==> src/hdl/pwbft_pkg.sv <==
// Shared types and constants for the pulse-width bus frame transmitter.
// No dependencies; the top level and the sequencer import this package.
`timescale 1ns / 1ps

package pwbft_pkg;

  // Default and limits for the long-frame data length
  localparam int DEF_MAX_DATA_BITS = 32;
  localparam int SHORT_DATA_BITS   = 16;

  localparam int TICK_W = 16;
  localparam int CFG_IDX_W = 2;

  // Register indexes on the configuration port
  localparam logic [CFG_IDX_W-1:0] REG_START_TICKS = 2'd0;
  localparam logic [CFG_IDX_W-1:0] REG_ONE_TICKS   = 2'd1;
  localparam logic [CFG_IDX_W-1:0] REG_ZERO_TICKS  = 2'd2;

  // Frames above this value carry the long-length bit
  localparam logic [31:0] SHORT_FRAME_MAX = 32'h0000_FFFF;

  localparam logic [TICK_W-1:0] RST_START_TICKS = 16'd6;
  localparam logic [TICK_W-1:0] RST_ONE_TICKS   = 16'd4;
  localparam logic [TICK_W-1:0] RST_ZERO_TICKS  = 16'd2;

  typedef enum logic [1:0] {
    PH_IDLE  = 2'd0,
    PH_START = 2'd1,
    PH_LEN   = 2'd2,
    PH_DATA  = 2'd3
  } phase_t;

  typedef struct packed {
    logic [TICK_W-1:0] start_ticks;
    logic [TICK_W-1:0] one_ticks;
    logic [TICK_W-1:0] zero_ticks;
  } cfg_t;

  typedef struct packed {
    logic line_level;
    logic busy_res;
    logic accepted;
    logic frame_done;
  } result_t;

endpackage

==> src/hdl/pwbft_if.sv <==
// Valid/ready channel interfaces for request items and result items.
// Depends on nothing but the port widths of the transmitter.
`timescale 1ns / 1ps

interface pwbft_req_if;
  logic        valid;
  logic        ready;
  logic        func;
  logic [31:0] frame_data;

  modport source (output valid, output func, output frame_data, input ready);
  modport sink   (input valid, input func, input frame_data, output ready);
endinterface

interface pwbft_res_if;
  logic valid;
  logic ready;
  logic line_level;
  logic busy_res;
  logic accepted;
  logic frame_done;

  modport source (output valid, output line_level, output busy_res,
                  output accepted, output frame_done, input ready);
  modport sink   (input valid, input line_level, input busy_res,
                  input accepted, input frame_done, output ready);
endinterface

==> src/hdl/pulse_width_bus_frame_transmitter.sv <==
// Top level of the pulse-width bus frame transmitter: handshake, result register
// and configuration registers. Depends on pwbft_pkg, pwbft_if.sv, pwbft_sequencer.
//
// Usage:
//   item   - request channel (sink). func = 0 is one elapsed tick, func = 1 asks
//            to send frame_data. A send while a frame is running is dropped and
//            answered with accepted = 0.
//   result - one result per request: line level, busy flag, accepted and
//            frame_done as they stand after that request.
//   cfg_we / cfg_index / cfg_data - write port for start_ticks (0), one_ticks (1)
//            and zero_ticks (2); other indexes are ignored. A value of 0 acts as 1.
// Latency: a result is valid the cycle after its request is taken.
// Throughput: one request per cycle while no result stalls; the state update is a
//   single pass of logic between the sequencer registers, and the only buffer is
//   the one result register.
// Stall: while the result register holds an untaken result, item.ready falls
//   and no request is taken; it rises again in the cycle the result is taken.
// Reset: rst (synchronous) returns the line low and idle, empties the result
//   register and restores the register defaults 6, 4 and 2.
`timescale 1ns / 1ps

module pulse_width_bus_frame_transmitter
  import pwbft_pkg::*;
#(
  parameter int MAX_DATA_BITS = DEF_MAX_DATA_BITS
) (
  input  logic                 clk,
  input  logic                 rst,
  pwbft_req_if.sink            item,
  pwbft_res_if.source          result,
  input  logic                 cfg_we,
  input  logic [CFG_IDX_W-1:0] cfg_index,
  input  logic [TICK_W-1:0]    cfg_data
);

  cfg_t    cfg;
  result_t res_next;
  result_t res_q;
  logic    out_valid;
  logic    take;

  assign item.ready = !out_valid || result.ready;
  assign take       = item.valid && item.ready;

  // Configuration registers
  always_ff @(posedge clk) begin
    if (rst) begin
      cfg.start_ticks <= RST_START_TICKS;
      cfg.one_ticks   <= RST_ONE_TICKS;
      cfg.zero_ticks  <= RST_ZERO_TICKS;
    end else if (cfg_we) begin
      case (cfg_index)
        REG_START_TICKS: cfg.start_ticks <= cfg_data;
        REG_ONE_TICKS:   cfg.one_ticks   <= cfg_data;
        REG_ZERO_TICKS:  cfg.zero_ticks  <= cfg_data;
        default: ;
      endcase
    end
  end

  pwbft_sequencer #(
    .MAX_DATA_BITS(MAX_DATA_BITS)
  ) u_seq (
    .clk       (clk),
    .rst       (rst),
    .step      (take),
    .func      (item.func),
    .frame_data(item.frame_data),
    .cfg       (cfg),
    .res       (res_next)
  );

  // Result register
  always_ff @(posedge clk) begin
    if (rst) begin
      out_valid <= 1'b0;
    end else if (take) begin
      out_valid <= 1'b1;
    end else if (result.ready) begin
      out_valid <= 1'b0;
    end
  end

  always_ff @(posedge clk) begin
    if (take) begin
      res_q <= res_next;
    end
  end

  assign result.valid      = out_valid;
  assign result.line_level = res_q.line_level;
  assign result.busy_res   = res_q.busy_res;
  assign result.accepted   = res_q.accepted;
  assign result.frame_done = res_q.frame_done;

  // Checks
  a_stall_holds: assert property (@(posedge clk) disable iff (rst)
    out_valid && !result.ready |=> out_valid && $stable(res_q))
    else $error("stalled result changed");

  a_take_fills: assert property (@(posedge clk) disable iff (rst)
    take |=> out_valid)
    else $error("taken request left no result");

  a_no_take_on_stall: assert property (@(posedge clk) disable iff (rst)
    out_valid && !result.ready |-> !take)
    else $error("request taken while result stalled");

endmodule

==> src/hdl/pwbft_sequencer.sv <==
// Symbol sequencer: frame state registers and the per-request next-state logic.
// Depends on pwbft_pkg.
`timescale 1ns / 1ps

module pwbft_sequencer
  import pwbft_pkg::*;
#(
  parameter int MAX_DATA_BITS = DEF_MAX_DATA_BITS
) (
  input  logic        clk,
  input  logic        rst,
  input  logic        step,
  input  logic        func,
  input  logic [31:0] frame_data,
  input  cfg_t        cfg,
  output result_t     res
);

  localparam int BL_W = $clog2(MAX_DATA_BITS + 2);

  phase_t                   phase, phase_next;
  logic                     line_reg, line_reg_next;
  logic [MAX_DATA_BITS-1:0] shift_data, shift_data_next;
  logic [BL_W-1:0]          bits_left, bits_left_next;
  logic [TICK_W-1:0]        tick_countdown, tick_countdown_next;
  logic                     parity_acc, parity_acc_next;
  logic                     long_frame, long_frame_next;
  logic                     acc, done;
  logic                     data_bit;
  logic                     is_long;

  // State registers
  always_ff @(posedge clk) begin
    if (rst) begin
      phase          <= PH_IDLE;
      line_reg       <= 1'b0;
      shift_data     <= '0;
      bits_left      <= '0;
      tick_countdown <= '0;
      parity_acc     <= 1'b1;
      long_frame     <= 1'b0;
    end else begin
      phase          <= phase_next;
      line_reg       <= line_reg_next;
      shift_data     <= shift_data_next;
      bits_left      <= bits_left_next;
      tick_countdown <= tick_countdown_next;
      parity_acc     <= parity_acc_next;
      long_frame     <= long_frame_next;
    end
  end

  assign is_long  = frame_data > SHORT_FRAME_MAX;
  assign data_bit = shift_data[MAX_DATA_BITS-1];

  // Next state: start a frame, count down a symbol, or move to the next symbol
  always_comb begin
    phase_next          = phase;
    line_reg_next       = line_reg;
    shift_data_next     = shift_data;
    bits_left_next      = bits_left;
    tick_countdown_next = tick_countdown;
    parity_acc_next     = parity_acc;
    long_frame_next     = long_frame;
    acc                 = 1'b0;
    done                = 1'b0;
    if (step) begin
      if (func) begin
        // send while busy is dropped without a tick
        if (phase == PH_IDLE) begin
          long_frame_next     = is_long;
          shift_data_next     = is_long ? frame_data[MAX_DATA_BITS-1:0]
                              : (MAX_DATA_BITS'(frame_data[SHORT_DATA_BITS-1:0])
                                 << (MAX_DATA_BITS - SHORT_DATA_BITS));
          bits_left_next      = is_long ? BL_W'(MAX_DATA_BITS + 1)
                                        : BL_W'(SHORT_DATA_BITS + 1);
          parity_acc_next     = 1'b1;
          line_reg_next       = 1'b1;
          tick_countdown_next = cfg.start_ticks;
          phase_next          = PH_START;
          acc                 = 1'b1;
        end
      end else if (phase != PH_IDLE) begin
        if (tick_countdown > TICK_W'(1)) begin
          tick_countdown_next = tick_countdown - TICK_W'(1);
        end else begin
          case (phase)
            PH_START: begin
              line_reg_next       = ~line_reg;
              tick_countdown_next = long_frame ? cfg.one_ticks : cfg.zero_ticks;
              phase_next          = PH_LEN;
            end
            PH_LEN, PH_DATA: begin
              phase_next = PH_DATA;
              if (bits_left > BL_W'(1)) begin
                shift_data_next     = shift_data << 1;
                parity_acc_next     = parity_acc ^ data_bit;
                bits_left_next      = bits_left - BL_W'(1);
                line_reg_next       = ~line_reg;
                tick_countdown_next = data_bit ? cfg.one_ticks : cfg.zero_ticks;
              end else if (bits_left == BL_W'(1)) begin
                // parity symbol
                bits_left_next      = '0;
                line_reg_next       = ~line_reg;
                tick_countdown_next = parity_acc ? cfg.one_ticks : cfg.zero_ticks;
              end else begin
                line_reg_next       = 1'b0;
                phase_next          = PH_IDLE;
                tick_countdown_next = '0;
                done                = 1'b1;
              end
            end
            default: begin
              phase_next = phase;
            end
          endcase
        end
      end
    end
  end

  assign res.line_level = line_reg_next;
  assign res.busy_res   = phase_next != PH_IDLE;
  assign res.accepted   = acc;
  assign res.frame_done = done;

  // Checks
  a_idle_line_low: assert property (@(posedge clk) disable iff (rst)
    phase == PH_IDLE |-> !line_reg)
    else $error("line high while idle");

  a_busy_send_no_effect: assert property (@(posedge clk) disable iff (rst)
    step && func && phase != PH_IDLE |=>
      $stable(shift_data) && $stable(tick_countdown) && $stable(line_reg))
    else $error("send while busy changed frame state");

  a_done_goes_idle: assert property (@(posedge clk) disable iff (rst)
    done |=> phase == PH_IDLE && !line_reg)
    else $error("frame end did not return to idle");

  a_bits_in_range: assert property (@(posedge clk) disable iff (rst)
    bits_left <= BL_W'(MAX_DATA_BITS + 1))
    else $error("bit count out of range");

endmodule
==> src/flat_wrapper.sv <==
// flat-port wrapper written by rule: the top's interface ports become plain ports
module pulse_width_bus_frame_transmitter_flat import pwbft_pkg::*;
#(
  parameter int MAX_DATA_BITS = DEF_MAX_DATA_BITS
)
  (clk, rst, cfg_we, cfg_index, cfg_data, item_valid, item_func, item_frame_data, item_ready, result_valid, result_line_level, result_busy_res, result_accepted, result_frame_done, result_ready);
  pwbft_req_if item_i ();
  pwbft_res_if result_i ();
  input  logic clk;
  input  logic rst;
  input  logic cfg_we;
  input  logic [CFG_IDX_W-1:0] cfg_index;
  input  logic [TICK_W-1:0] cfg_data;
  input wire logic [$bits(item_i.valid)-1:0] item_valid;
  input wire logic [$bits(item_i.func)-1:0] item_func;
  input wire logic [$bits(item_i.frame_data)-1:0] item_frame_data;
  output wire logic [$bits(item_i.ready)-1:0] item_ready;
  output wire logic [$bits(result_i.valid)-1:0] result_valid;
  output wire logic [$bits(result_i.line_level)-1:0] result_line_level;
  output wire logic [$bits(result_i.busy_res)-1:0] result_busy_res;
  output wire logic [$bits(result_i.accepted)-1:0] result_accepted;
  output wire logic [$bits(result_i.frame_done)-1:0] result_frame_done;
  input wire logic [$bits(result_i.ready)-1:0] result_ready;
  assign item_i.valid = item_valid;
  assign item_i.func = item_func;
  assign item_i.frame_data = item_frame_data;
  assign item_ready = item_i.ready;
  assign result_valid = result_i.valid;
  assign result_line_level = result_i.line_level;
  assign result_busy_res = result_i.busy_res;
  assign result_accepted = result_i.accepted;
  assign result_frame_done = result_i.frame_done;
  assign result_i.ready = result_ready;
  pulse_width_bus_frame_transmitter #(.MAX_DATA_BITS(MAX_DATA_BITS)) u_core (.clk(clk), .rst(rst), .item(item_i), .result(result_i), .cfg_we(cfg_we), .cfg_index(cfg_index), .cfg_data(cfg_data));
endmodule
==> config.mk <==
export PLATFORM = sky130hd
export DESIGN_NAME = pulse_width_bus_frame_transmitter_flat
export DESIGN_NICKNAME = d
export VERILOG_FILES = /design/src/hdl/pwbft_pkg.sv /design/src/hdl/pwbft_if.sv /design/src/hdl/pulse_width_bus_frame_transmitter.sv /design/src/hdl/pwbft_sequencer.sv /design/src/flat_wrapper.sv
export SDC_FILE = /design/constraint.sdc
export NUM_CORES = 1
export LEC_CHECK = 0
export ABC_CLOCK_PERIOD_IN_PS = 3430
export BUFFER_PORTS_ARGS = -buffer_cell sky130_fd_sc_hd__buf_4
export CORE_AREA = 2 2 139 141
export CTS_CLUSTER_DIAMETER = 40
export DETAILED_ROUTE_END_ITERATION = 7
export DIE_AREA = 0 0 141 143
export SETUP_SLACK_MARGIN = 0.05
export SYNTH_ARGS = -nofsm -noshare
export SYNTH_HDL_FRONTEND = slang
export SYNTH_SLANG_ARGS = --single-unit
==> constraint.sdc <==
create_clock -name clk -period 3.43 [get_ports clk]
set_input_delay 0.5145 -clock clk [delete_from_list [all_inputs] [get_ports clk]]
set_output_delay 0.5145 -clock clk [all_outputs]
set_load 0.005 [all_outputs]
==> results.md <==
* Status: complete, no violations
* Final hold violation count at 0
* Num rows at 50
* RSZ-0062 raised after global routing: false
* Total gr overflow at 0
* Cells after Synth at 697
* Detail Route Antenna Nets at 0
* Final-report max-slew violation count at 0
* Core area at 18580 um^2
* HPWL Detailed at 10.50 mm
* Drt pass-1 iters at 5
* Skew-Pair Late Insertion Delay at between 0.3 and 0.4 ns
* CP Capture Type: flop
* Crit start category: flop
* Effective utilization at floorplan at between 20 and 30%
* Largest Register: u_core.cfg
* Gp weighted congestion at ~0.86
* Full die area at 20160 um^2
* Power Total at 3.183 mW
* Fmax at around 360 MHz
* Setup Viol. Count Final at 0
* Via density at 5.338
* DR iter-0 viols at around 360
* Clock tree sinks at 112
* Number of port buffers at roughly 60
* Post-synth ARST share at 0%
* Worst path required time at 3.64 ns
* CTS root buf: clkbuf_16
* WL per Instance at 15.82 um
* Largest regs: u_core.cfg: 48 flops, u_core.u_seq.shift_data: 32 flops, u_core.u_seq.tick_countdown: 16 flops
* Cts hold-fix bufs at 0
* CTS tree: built
* Netlist cell types at 67
* Total CTS buffers at 9
* Post-synthesis area per instance at roughly 7.9 um^2
* Initial antenna violation count at 0
* Net count, final at 791
* Fin Setup TNS at 0 ns
* Clk buf depth at 2
* VDD IR max at approximately 290 uV
* Leakage at 2.307 nW
* Period utilization at 79.94%
* Minimum clock period at 2.742 ns
* Number of enable flip-flop cells after synthesis at 4
* Slew @ Worst Pin at 0.8635 ns
* Register area share after synthesis at 41.46%
* Vias in the first global route at around 4700
* Hold Path Class: input pin to flop
* Flops & latches, synth at 112
* Slew margin rel. at a little over two fifths
* Max FFs per register at 48
* PostCTS Resize Cnt at 0
* Synth Net Count at 757
* H-tree depth at 3
* Largest net degree at the start of global routing at 79
* First-pass GRT wire length at about 25 mm
* Via count at 5178
* Mapped cell area at 5504 um^2
* Crit Path Category: flop to flop
* DRC violations left at 0
* Clock slew seen by the registers of the worst setup and hold paths at 0.09 ns
* Ys flop type: dfxtp_1
* Ant. Diodes at 0
* Final WL at 15.35 mm
* Maximum capacitance violations at 0
* Pwr/cell area at between 400 and 500 nW/um^2
* Ports at 62
* Chip Width at 141 um
* WP data arrival at 2.95 ns
* Post-CTS setup buffers at 0
* Clock Skews at 0.01901 ns
* Layout cells sized above 1 at 13.86%
* Die height at 143 um
* Area growth from synthesis to layout at 17.96%
* Syn. warnings at 0
* Crit-path max FO at 13
* Total track usage at 15.43%
[report_power, final]
group          switching (mW)  total (mW)  leakage, nW  internal (mW)
Clock                   0.548        1.21        0.170          0.667
Sequential             0.0492        1.42        0.919           1.37
Combinational           0.336       0.549         1.22          0.213
Total                   0.933        3.18         2.31           2.25
[logic make-up (layout without fill, tap and decap cells)]
group | Yosys count | in the layout | synth area share [%]
mux | 4 | 4 | 0.7502
buf+inv | 62 | 101 | 4.546
fa+ha+maj | 4 | 4 | 0.9093
flops | 112 | 112 | 41.46
compound gates | 218 | 218 | 26.35
xor+xnor | 8 | 8 | 1.273
simple gates | 289 | 289 | 24.71
[layout by cell type, fill, tap and decap left out, types with 8 or more instances in the layout]
cell type,count
nor3_1,28
dfxtp_1,108
a211oi_1,9
clkbuf_16,9
nand2_1,145
nand3b_1,8
a211o_1,8
nor4_1,8
inv_1,13
o21ai_0,12
nor2b_1,8
nand3_1,9
nor2_1,46
buf_4,72
a221oi_1,24
o211ai_1,19
a21oi_1,92
[stage by stage]
stage               cells  hold slack (ns)  setup slack [ns]  cell area (um^2)  util [%]
detailed placement    954           0.4470            0.7320              6143     33.06
floorplan             697           0.4319             1.298              5504         -
finish                970           0.3667            0.6880              6492     34.94
global placement      954           0.4423            0.8416              6143     33.06
global route          970           0.3755            0.5173              6492     34.94
CTS                   970           0.3576            0.7289              6492     34.94
[metal layers]
layer  global-route usage [%]  wire length [um]  vias up
li1                         -                 -     2598
met1                    22.22              7628     2444
met2                    23.47              6869      115
met3                    2.414               556       21
met4                    5.316               295        0
met5                        0                 0        -
[cell usage after synthesis (7+ instances only)]
library cell    n  area (um^2)
o211ai_1       19        142.6
nor2b_1         8        50.05
nand3b_1        8        60.06
a221oi_1       24        210.2
nand3_1         9        45.04
o21ai_0        12        60.06
a31oi_1         7        43.79
nor3_1         28        140.1
a21oi_1        92        460.4
a211oi_1        9        67.56
nor2_1         47        176.4
dfxtp_1       108         2162
inv_1          13        48.80
clkbuf_1       38        142.6
xnor2_1         7        61.31
buf_2           8        40.04
nand2_1       145        544.3
nor4_1          8        50.05
a211o_1         8        70.07
[critical path, cell delays in order, from the launching register on]
cell      delay, ns
dfxtp_1        0.36
or4_4          0.59
nor3_2         0.51
nand2_2        0.34
a221oi_1       0.53
a211o_1        0.17
a31oi_1        0.08
[final cells by class]
| class | instances | area, um^2 |
|---|---|---|
| Clock buffer | 9 | 225.2 |
| Clock inverter | 7 | 123.9 |
| Tap cell | 234 | 292.8 |
| Inverter | 13 | 48.80 |
| Sequential cell | 112 | 2282 |
| Multi-Input combinational cell | 523 | 2979 |
| Fill cell | 1958 | 12090 |
| Timing Repair Buffer | 72 | 540.5 |
[worst paths after layout]
path                                        from                             end  slack, ns  cells after the start
setup reg to reg  u_core.u_seq.tick_countdown[2]  u_core.u_seq.tick_countdown[4]       0.69                      6
hold / removal                       cfg_data[1]                  u_core.cfg[33]       0.37                      2
hold reg to reg      u_core.u_seq.shift_data[19]     u_core.u_seq.shift_data[19]       0.46                      2
setup / recovery  u_core.u_seq.tick_countdown[2]  u_core.u_seq.tick_countdown[4]       0.69                      6
Note: power is estimated with default switching activity, not from simulation.
